<file path="src/hdl/assert_macros.svh">
// Assertion macros shared by the RTL, clocked on clk_i; M7_ASSERT is disabled while rst_ni is low
`ifndef ASSERT_MACROS_SVH
`define ASSERT_MACROS_SVH

// check a property while out of reset
`define M7_ASSERT(label, prop, msg) \
  label: assert property (@(posedge clk_i) disable iff (!rst_ni) prop) else $error(msg);

// check a property at every edge, reset included
`define M7_ASSERT_ALWAYS(label, prop, msg) \
  label: assert property (@(posedge clk_i) prop) else $error(msg);

`endif

</file>
<file path="src/hdl/m7mul_pkg.sv">
// Package with bus codes, register addresses and decode helpers for the mode 7 multiplier unit
`default_nettype none

package m7mul_pkg;

  localparam int unsigned AddrW    = 24;
  localparam int unsigned DecAddrW = 16;
  localparam int unsigned ByteW    = 8;
  localparam int unsigned RegW     = 16;
  localparam int unsigned ProdW    = 24;

  typedef logic [DecAddrW-1:0] dec_addr_t;
  typedef logic [ByteW-1:0]    byte_t;
  typedef logic [RegW-1:0]     reg16_t;

  typedef enum logic {
    OP_READ  = 1'b0,
    OP_WRITE = 1'b1
  } bus_op_e;

  localparam dec_addr_t ADDR_MPYL = 16'h2134;
  localparam dec_addr_t ADDR_MPYM = 16'h2135;
  localparam dec_addr_t ADDR_MPYH = 16'h2136;
  localparam dec_addr_t ADDR_M7A  = 16'h211B;
  localparam dec_addr_t ADDR_M7B  = 16'h211C;
  localparam dec_addr_t ADDR_M7C  = 16'h211D;
  localparam dec_addr_t ADDR_M7D  = 16'h211E;
  localparam dec_addr_t ADDR_M7X  = 16'h211F;
  localparam dec_addr_t ADDR_M7Y  = 16'h2120;

  function automatic logic is_write_only(input dec_addr_t a);
    logic r;
    case (a)
      16'h2104, 16'h2105, 16'h2106, 16'h2108,
      16'h2109, 16'h210A, 16'h2114, 16'h2115,
      16'h2116, 16'h2118, 16'h2119, 16'h211A,
      16'h2124, 16'h2125, 16'h2126, 16'h2128,
      16'h2129, 16'h212A: r = 1'b1;
      default: r = 1'b0;
    endcase
    return r;
  endfunction

endpackage

`default_nettype wire

</file>
<file path="src/hdl/mode7_matrix_register_multiplier_unit.sv">
// Mode 7 matrix register block with signed 16x8 multiplier readback
`default_nettype none

`include "assert_macros.svh"

// Takes one bus beat per cycle while in_ready_o is high. Each beat is captured
// in an input register and decoded against the matrix registers as it leaves:
// writes update the registers; reads of MPYL/M/H take their byte from a signed
// 16x8 multiply of matrix A by the high byte of matrix B, reads of write-only
// addresses the last product byte read, other reads their own data byte, all
// into the output register. Sustained rate is one beat per cycle, limited only
// by the output register: a read waiting in the input stage while the output
// is stalled holds in_ready_o low. Writes give no result beat; reads always give exactly one.
module mode7_matrix_register_multiplier_unit
  import m7mul_pkg::*;
(
  input  wire logic             clk_i,
  input  wire logic             rst_ni,
  input  wire logic             in_valid_i,
  output logic                  in_ready_o,
  input  wire logic             op_i,
  input  wire logic [AddrW-1:0] address_i,
  input  wire logic [ByteW-1:0] data_i,
  output logic                  out_valid_o,
  input  wire logic             out_ready_i,
  output logic [ByteW-1:0]      read_data_o
);

  logic      s1_valid_q;
  bus_op_e   s1_op_q;
  dec_addr_t s1_addr_q;
  byte_t     s1_data_q;

  byte_t  write_latch_q, write_latch_d;
  reg16_t matrix_a_q, matrix_a_d;
  reg16_t matrix_b_q, matrix_b_d;
  reg16_t matrix_c_q, matrix_c_d;
  reg16_t matrix_d_q, matrix_d_d;
  reg16_t center_x_q, center_x_d;
  reg16_t center_y_q, center_y_d;
  byte_t  last_read_q, last_read_d;

  logic  out_valid_q, out_valid_d;
  byte_t read_data_q, read_data_d;

  logic             is_read;
  logic             rd_blocked;
  logic             advance;
  logic             wr_adv;
  logic             mpy_adv;
  logic [ProdW-1:0] product;
  reg16_t           wr_value;

  assign is_read    = (s1_op_q == OP_READ);
  assign rd_blocked = is_read && out_valid_q && !out_ready_i;
  assign advance    = s1_valid_q && !rd_blocked;
  assign in_ready_o = !s1_valid_q || advance;
  assign wr_adv     = advance && !is_read;
  assign mpy_adv    = advance && is_read &&
                      (s1_addr_q == ADDR_MPYL || s1_addr_q == ADDR_MPYM ||
                       s1_addr_q == ADDR_MPYH);

  assign product  = $signed({{ByteW{matrix_a_q[RegW-1]}}, matrix_a_q}) *
                    $signed({{RegW{matrix_b_q[RegW-1]}}, matrix_b_q[RegW-1:ByteW]});
  assign wr_value = {s1_data_q, write_latch_q};

  always_comb begin
    write_latch_d = write_latch_q;
    matrix_a_d    = matrix_a_q;
    matrix_b_d    = matrix_b_q;
    matrix_c_d    = matrix_c_q;
    matrix_d_d    = matrix_d_q;
    center_x_d    = center_x_q;
    center_y_d    = center_y_q;
    last_read_d   = last_read_q;
    read_data_d   = read_data_q;
    out_valid_d   = out_valid_q && !out_ready_i;
    if (advance) begin
      if (!is_read) begin
        case (s1_addr_q)
          ADDR_M7A: begin
            matrix_a_d    = wr_value;
            write_latch_d = s1_data_q;
          end
          ADDR_M7B: begin
            matrix_b_d    = wr_value;
            write_latch_d = s1_data_q;
          end
          ADDR_M7C: begin
            matrix_c_d    = wr_value;
            write_latch_d = s1_data_q;
          end
          ADDR_M7D: begin
            matrix_d_d    = wr_value;
            write_latch_d = s1_data_q;
          end
          ADDR_M7X: begin
            center_x_d    = wr_value;
            write_latch_d = s1_data_q;
          end
          ADDR_M7Y: begin
            center_y_d    = wr_value;
            write_latch_d = s1_data_q;
          end
          default: begin
          end
        endcase
      end else begin
        out_valid_d = 1'b1;
        case (s1_addr_q)
          ADDR_MPYL: begin
            read_data_d = product[ByteW-1:0];
            last_read_d = product[ByteW-1:0];
          end
          ADDR_MPYM: begin
            read_data_d = product[2*ByteW-1:ByteW];
            last_read_d = product[2*ByteW-1:ByteW];
          end
          ADDR_MPYH: begin
            read_data_d = product[3*ByteW-1:2*ByteW];
            last_read_d = product[3*ByteW-1:2*ByteW];
          end
          default: begin
            read_data_d = is_write_only(s1_addr_q) ? last_read_q : s1_data_q;
          end
        endcase
      end
    end
  end

  always_ff @(posedge clk_i or negedge rst_ni) begin
    if (!rst_ni) begin
      s1_valid_q    <= 1'b0;
      out_valid_q   <= 1'b0;
      write_latch_q <= '0;
      matrix_a_q    <= '0;
      matrix_b_q    <= '0;
      matrix_c_q    <= '0;
      matrix_d_q    <= '0;
      center_x_q    <= '0;
      center_y_q    <= '0;
      last_read_q   <= '0;
    end else begin
      if (in_ready_o) begin
        s1_valid_q <= in_valid_i;
      end
      out_valid_q   <= out_valid_d;
      write_latch_q <= write_latch_d;
      matrix_a_q    <= matrix_a_d;
      matrix_b_q    <= matrix_b_d;
      matrix_c_q    <= matrix_c_d;
      matrix_d_q    <= matrix_d_d;
      center_x_q    <= center_x_d;
      center_y_q    <= center_y_d;
      last_read_q   <= last_read_d;
    end
  end

  always_ff @(posedge clk_i) begin
    if (in_valid_i && in_ready_o) begin
      s1_op_q   <= bus_op_e'(op_i);
      s1_addr_q <= address_i[DecAddrW-1:0];
      s1_data_q <= data_i;
    end
    read_data_q <= read_data_d;
  end

  assign out_valid_o = out_valid_q;
  assign read_data_o = read_data_q;

  `M7_ASSERT(a_stall_cause, !in_ready_o |-> rd_blocked, "input stall without blocked read")
  `M7_ASSERT(a_write_no_beat, wr_adv && out_ready_i |=> !out_valid_q, "write gave a beat")
  `M7_ASSERT(a_mpy_last_read, mpy_adv |=> last_read_q == read_data_q, "last-read byte stale")

endmodule

`default_nettype wire
</file>
<file path="config.mk">
export PLATFORM = sky130hd
export DESIGN_NAME = mode7_matrix_register_multiplier_unit
export DESIGN_NICKNAME = d
export VERILOG_FILES = /design/src/hdl/m7mul_pkg.sv /design/src/hdl/mode7_matrix_register_multiplier_unit.sv
export VERILOG_INCLUDE_DIRS = /design/src /design/src/hdl
export SDC_FILE = /design/constraint.sdc
export NUM_CORES = 1
export LEC_CHECK = 0
export BUFFER_PORTS_ARGS = -buffer_cell sky130_fd_sc_hd__buf_2
export CORE_UTILIZATION = 40
export DETAILED_ROUTE_END_ITERATION = 16
export GPL_ROUTABILITY_DRIVEN = 0
export PLACE_DENSITY_LB_ADDON = 0.05
export SLEW_MARGIN = 30
export SYNTH_ARGS = -nofsm -noshare
export SYNTH_HDL_FRONTEND = slang
export SYNTH_SLANG_ARGS = --single-unit
</file>
<file path="constraint.sdc">
create_clock -name clk_i -period 5.6 [get_ports clk_i]
set_input_delay 0.28 -clock clk_i [delete_from_list [all_inputs] [get_ports clk_i]]
set_output_delay 0.28 -clock clk_i [all_outputs]
set_load 0.02 [all_outputs]
</file>
==> flow_summary.html <==
<table>
<tr><th>Metric</th><th>Value</th></tr>
<tr><th colspan="2">Route</th></tr>
<tr><td>Vias per inst</td><td>5.12</td></tr>
<tr><td>DRC violation count after routing</td><td>0</td></tr>
<tr><td>Routed wire length</td><td>19.4 mm</td></tr>
<tr><td>DR WL/cell</td><td>17.8 um</td></tr>
<tr><td>Router iterations before antenna repair</td><td>6</td></tr>
<tr><td>Vias after detailed routing</td><td>5565</td></tr>
<tr><td>Starting DRC count in detailed routing</td><td>298</td></tr>
<tr><td>Antenna-violating nets left</td><td>0</td></tr>
<tr><th colspan="2">Setup path</th></tr>
<tr><td>Critical path endpoint</td><td>read_data_o[0]$_DFFE_PP_</td></tr>
<tr><td>Critical Path RT</td><td>5.69 ns</td></tr>
<tr><td>Reg-to-reg critical path startpoint</td><td>matrix_b_q[10]$_DFFE_PN0P_</td></tr>
<tr><td>Minimum setup slack among reg-to-reg paths</td><td>0.26 ns</td></tr>
<tr><td>Type of destination of the critical path</td><td>flop</td></tr>
<tr><td>WP data arrival</td><td>5.43 ns</td></tr>
<tr><td>Element type at the critical path start</td><td>flop</td></tr>
<tr><td>Capture instance of the worst register-to-register path</td><td>read_data_o[0]$_DFFE_PP_</td></tr>
<tr><td>Reg2reg path depth</td><td>16</td></tr>
<tr><td>Maximum net fanout on the critical path</td><td>15</td></tr>
<tr><td>Critical Path Source</td><td>matrix_b_q[10]$_DFFE_PN0P_</td></tr>
<tr><td>Critical path type</td><td>flop to flop</td></tr>
<tr><th colspan="2">STA</th></tr>
<tr><td>Worst Max-Slew Pin Slew</td><td>0.727 ns</td></tr>
<tr><td>Clock skew</td><td>0.0107 ns</td></tr>
<tr><td>Setup-violating endpoint count in the final report</td><td>0</td></tr>
<tr><td>Post-route clock period utilization</td><td>0.954</td></tr>
<tr><td>Hold WS</td><td>0.107 ns</td></tr>
<tr><td>RSZ-0062 raised after global routing</td><td>false</td></tr>
<tr><td>Max-slew headroom at the worst pin</td><td>0.515</td></tr>
<tr><td>Final Hold Viols</td><td>0</td></tr>
<tr><td>Setup TNS</td><td>0 ns</td></tr>
<tr><td>Timing-limited maximum frequency</td><td>187 MHz</td></tr>
<tr><td>Time the worst path needs with I/O delays and setup</td><td>5.34 ns</td></tr>
<tr><td>Slew Viols, Final</td><td>0</td></tr>
<tr><th colspan="2">Cells and area</th></tr>
<tr><td>Share of layout cells above drive strength 1</td><td>0.146</td></tr>
<tr><td>Total inserted antenna cells</td><td>0</td></tr>
<tr><td>Area of combinational cells with multiple inputs</td><td>5110 um^2</td></tr>
<tr><td>Storage cell area</td><td>2050 um^2</td></tr>
<tr><td>Growth of design area from synthesis to finish</td><td>12.1%</td></tr>
<tr><td>Number of nets in the final layout</td><td>1006</td></tr>
<tr><td>Fillers</td><td>1862</td></tr>
<tr><th colspan="2">Synthesis</th></tr>
<tr><td>Share of the yosys chip area belonging to registers</td><td>0.262</td></tr>
<tr><td>Post-synthesis area per instance</td><td>10.2 um^2</td></tr>
<tr><td>Synth Area in Compound Gates</td><td>0.0753</td></tr>
<tr><td>Number of register bits inferred by synthesis</td><td>75</td></tr>
<tr><td>Cell accounting for the most synthesized area</td><td>fa_1</td></tr>
<tr><td>Post-synthesis share of cell area spent on and, or, nand and nor gates</td><td>0.165</td></tr>
<tr><td>Dominant cells by area after synthesis</td><td>fa_1 (26%), dfrtp_1 (13%), edfxtp_1 (13%), inv_1 (7.6%), ha_1 (7.2%)</td></tr>
<tr><td>Synth Cell Area</td><td>7810 um^2</td></tr>
<tr><td>Net Count, Synth</td><td>953</td></tr>
<tr><td>Proportion of synthesized flip-flops having asynchronous set or reset</td><td>0.560</td></tr>
<tr><td>YS warnings</td><td>0</td></tr>
<tr><td>Most used flip-flop cell after synthesis</td><td>dfrtp_1</td></tr>
<tr><td>Post-synth EDFFs</td><td>33</td></tr>
<tr><td>Post-synthesis share of cell area spent on xor and xnor gates</td><td>0.0180</td></tr>
<tr><td>Area share of the leading cell type in the synthesized netlist</td><td>0.264</td></tr>
<tr><td>Dominant combinational cell family by area after synthesis</td><td>adder cells</td></tr>
<tr><td>Post-Synthesis Cells</td><td>768</td></tr>
<tr><td>Multiplexer share of the synthesized area</td><td>0.0590</td></tr>
<tr><td>Synth cell types</td><td>62</td></tr>
<tr><td>Area share of fa/ha/maj cells after synthesis</td><td>0.336</td></tr>
<tr><th colspan="2">Floorplan</th></tr>
<tr><td>Total die area</td><td>20100 um^2</td></tr>
<tr><td>Core area</td><td>18900 um^2</td></tr>
<tr><td>Horiz. Die Dim</td><td>142 um</td></tr>
<tr><td>Initial standard-cell utilization of the core</td><td>0.413</td></tr>
<tr><td>Standard-cell rows</td><td>50</td></tr>
<tr><td>Die extent in y</td><td>142 um</td></tr>
<tr><td>Number of ports placed on the die boundary</td><td>47</td></tr>
<tr><th colspan="2">Clock network</th></tr>
<tr><td>Clock sink count</td><td>75</td></tr>
<tr><td>CTS clock-pin slew for the worst setup and hold paths</td><td>0.06 ns</td></tr>
<tr><td>H-Tree Depth</td><td>3</td></tr>
<tr><td>CTS Buf Count</td><td>9</td></tr>
<tr><td>Clock tree from TritonCTS</td><td>yes</td></tr>
<tr><td>Clock tree buffer depth</td><td>2</td></tr>
<tr><td>Cell at the root of the clock tree</td><td>clkbuf_16</td></tr>
<tr><td>Later-pin clock latency in the skew report</td><td>0.34 ns</td></tr>
<tr><td>Post-CTS setup repair buffer count</td><td>0</td></tr>
<tr><th colspan="2">Power and ir drop</th></tr>
<tr><td>Power density over the cells</td><td>145 nW/um^2</td></tr>
<tr><td>Leak</td><td>0.00422 uW</td></tr>
<tr><td>Worst VDD drop</td><td>0.149 mV</td></tr>
<tr><th colspan="2">Outcome</th></tr>
<tr><td>Run status</td><td>completed</td></tr>
<tr><th colspan="2">Global route</th></tr>
<tr><td>Number of antenna violations at the first check in global routing</td><td>0</td></tr>
<tr><td>Total overflow reported by the global router</td><td>0</td></tr>
<tr><td>Vias in the first global route</td><td>6046</td></tr>
<tr><td>Global-route wire length before repair</td><td>32.3 mm</td></tr>
<tr><td>Maximum number of pins on one net before global-route repair</td><td>43</td></tr>
<tr><td>GRT Resource Usage Total</td><td>0.213</td></tr>
<tr><th colspan="2">Placed design</th></tr>
<tr><td>Number of input and output port buffers inserted</td><td>38</td></tr>
<tr><td>Detail Placement HPWL</td><td>15.3 mm</td></tr>
<tr><th colspan="2">Hold path</th></tr>
<tr><td>Hold Crit Class</td><td>input pin to flop</td></tr>
<tr><th colspan="2">Flow run</th></tr>
<tr><td>Max-cap viol count</td><td>0</td></tr>
</table>
worst min path at each step:
stage | startpoint | to | slack (ns) | depth (start not counted)
after floorplan | rst_ni | last_read_q[0]$_DFFE_PN0P_ | -0.02 | 0
after global placement | address_i[12] | s1_addr_q[12]$_DFFE_PP_ | 0.46 | 1
after detailed placement | rst_ni | write_latch_q[1]$_DFFE_PN0P_ | 0.32 | 1
after CTS | address_i[15] | s1_addr_q[15]$_DFFE_PP_ | 0.09 | 1
after global routing | address_i[13] | s1_addr_q[13]$_DFFE_PP_ | 0.09 | 1
final | address_i[15] | s1_addr_q[15]$_DFFE_PP_ | 0.11 | 1
timing repair:
item / CTS / global route
hold buffers: 1 / 0
hold endpoints to repair: 42 / 0
setup endpoints to repair: 0 / 10
resized for setup: 0 / 5
cell type report:
class                   count  area share
flip-flops and latches     75       0.234
inverters                 158      0.0682
clock buffers               9      0.0257
repair buffers             59      0.0418
multi-input cells         518       0.584
clock inverters             7     0.00915
well taps                 260      0.0372
Yosys cell counts, types with 4 or more instances:
cell      instances
ha_1             45
edfxtp_1         33
o21bai_1          5
nand2b_1          9
dfrtp_1          42
and3_1            5
xnor2_1          13
nand3_1           8
or3_1             7
nor2_1           30
o22ai_1           7
nor4_1            4
fa_1            103
mux2_2           28
nand2_1          46
and2_1           89
a31oi_1           4
o21ai_0          11
mux2i_1          10
inv_1           158
a21oi_1          27
clkbuf_1         14
or2_2             5
mux2_1            4
o211ai_1          7
worst max-delay path, cell delays in order, from the launching register on:
cell and delay, ns:
dfrtp_2 0.58, and2_1 0.24, fa_1 0.50, fa_1 0.50
fa_1 0.51, inv_1 0.06, fa_1 0.49, inv_1 0.04
ha_1 0.32, a21o_1 0.24, a221oi_2 0.40, buf_4 0.20
o311ai_0 0.13, a21oi_1 0.22, xor2_1 0.28, nor2_1 0.10
or2_1 0.25
cells by family after synthesis:
| group | Yosys count |
|---|---|
| XOR/XNOR | 16 |
| AO/OA/AOI/OAI | 88 |
| flip-flops | 75 |
| adder cells (fa/ha/maj) | 148 |
| buffers and inverters | 175 |
| AND/OR/NAND/NOR | 224 |
| multiplexers | 42 |
routing by layer:
layer	vias to the layer above	wire length (um)	GRT usage
met1	2857	8780	0.285
met5	-	0	0
met3	30	535	0.0307
li1	2582	-	-
met2	96	9590	0.358
met4	0	466	0.0679
cell usage in the layout (no fill, tap or decap), types with 3 or more instances in the layout:
cell type,Yosys,layout
buf_2,1,37
or3_1,7,7
a21oi_1,27,27
o21ai_0,11,11
o21bai_1,5,5
a31oi_1,4,4
edfxtp_1,33,33
nand2b_1,9,9
mux2i_1,10,10
ha_1,45,45
mux2_2,28,28
nand3_1,8,8
and2_1,89,89
clkbuf_16,0,9
or2_2,5,5
dfrtp_2,0,3
o31a_1,3,3
buf_4,2,20
xnor2_1,13,13
nor2_1,30,30
nand2_1,46,46
dfrtp_1,42,39
fa_1,103,103
xor2_1,3,3
a21o_1,3,3
o22ai_1,7,7
o211ai_1,7,7
inv_6,0,3
mux2_1,4,4
a2111oi_0,3,3
nor4_1,4,4
inv_1,158,157
and3_1,5,5
state kept, by name (all words and copies together) (netlist names):
register       cells
last_read_q        8
matrix_a_q        16
matrix_b_q         8
out_valid_o        1
read_data_o        8
s1_addr_q         16
s1_data_q          8
s1_op_q            1
s1_valid_q         1
write_latch_q      8
where the power goes:
| group | leakage, uW | internal (uW) | switching, uW |
|---|---|---|---|
| logic | 0.00318 | 19.5 | 30.7 |
| clock network | 0.000149 | 352 | 252 |
| registers | 0.000895 | 594 | 16.4 |
| total | 0.00422 | 966 | 299 |
through the flow:
| step | util | area (um^2) | worst slack (ns) | total power, uW | std cells |
|---|---|---|---|---|---|
| after floorplan | - | 7810 | 0.673 | 641 | 768 |
| after global placement | 0.445 | 8410 | 0.0884 | 670 | 1069 |
| after detailed placement | 0.446 | 8420 | 0.0890 | 673 | 1069 |
| after CTS | 0.462 | 8740 | 0.0501 | 1280 | 1086 |
| after global routing | 0.463 | 8750 | 0.0298 | 1310 | 1086 |
| final | 0.463 | 8750 | 0.258 | 1270 | 1086 |
Note: power is estimated with default switching activity, not from simulation.
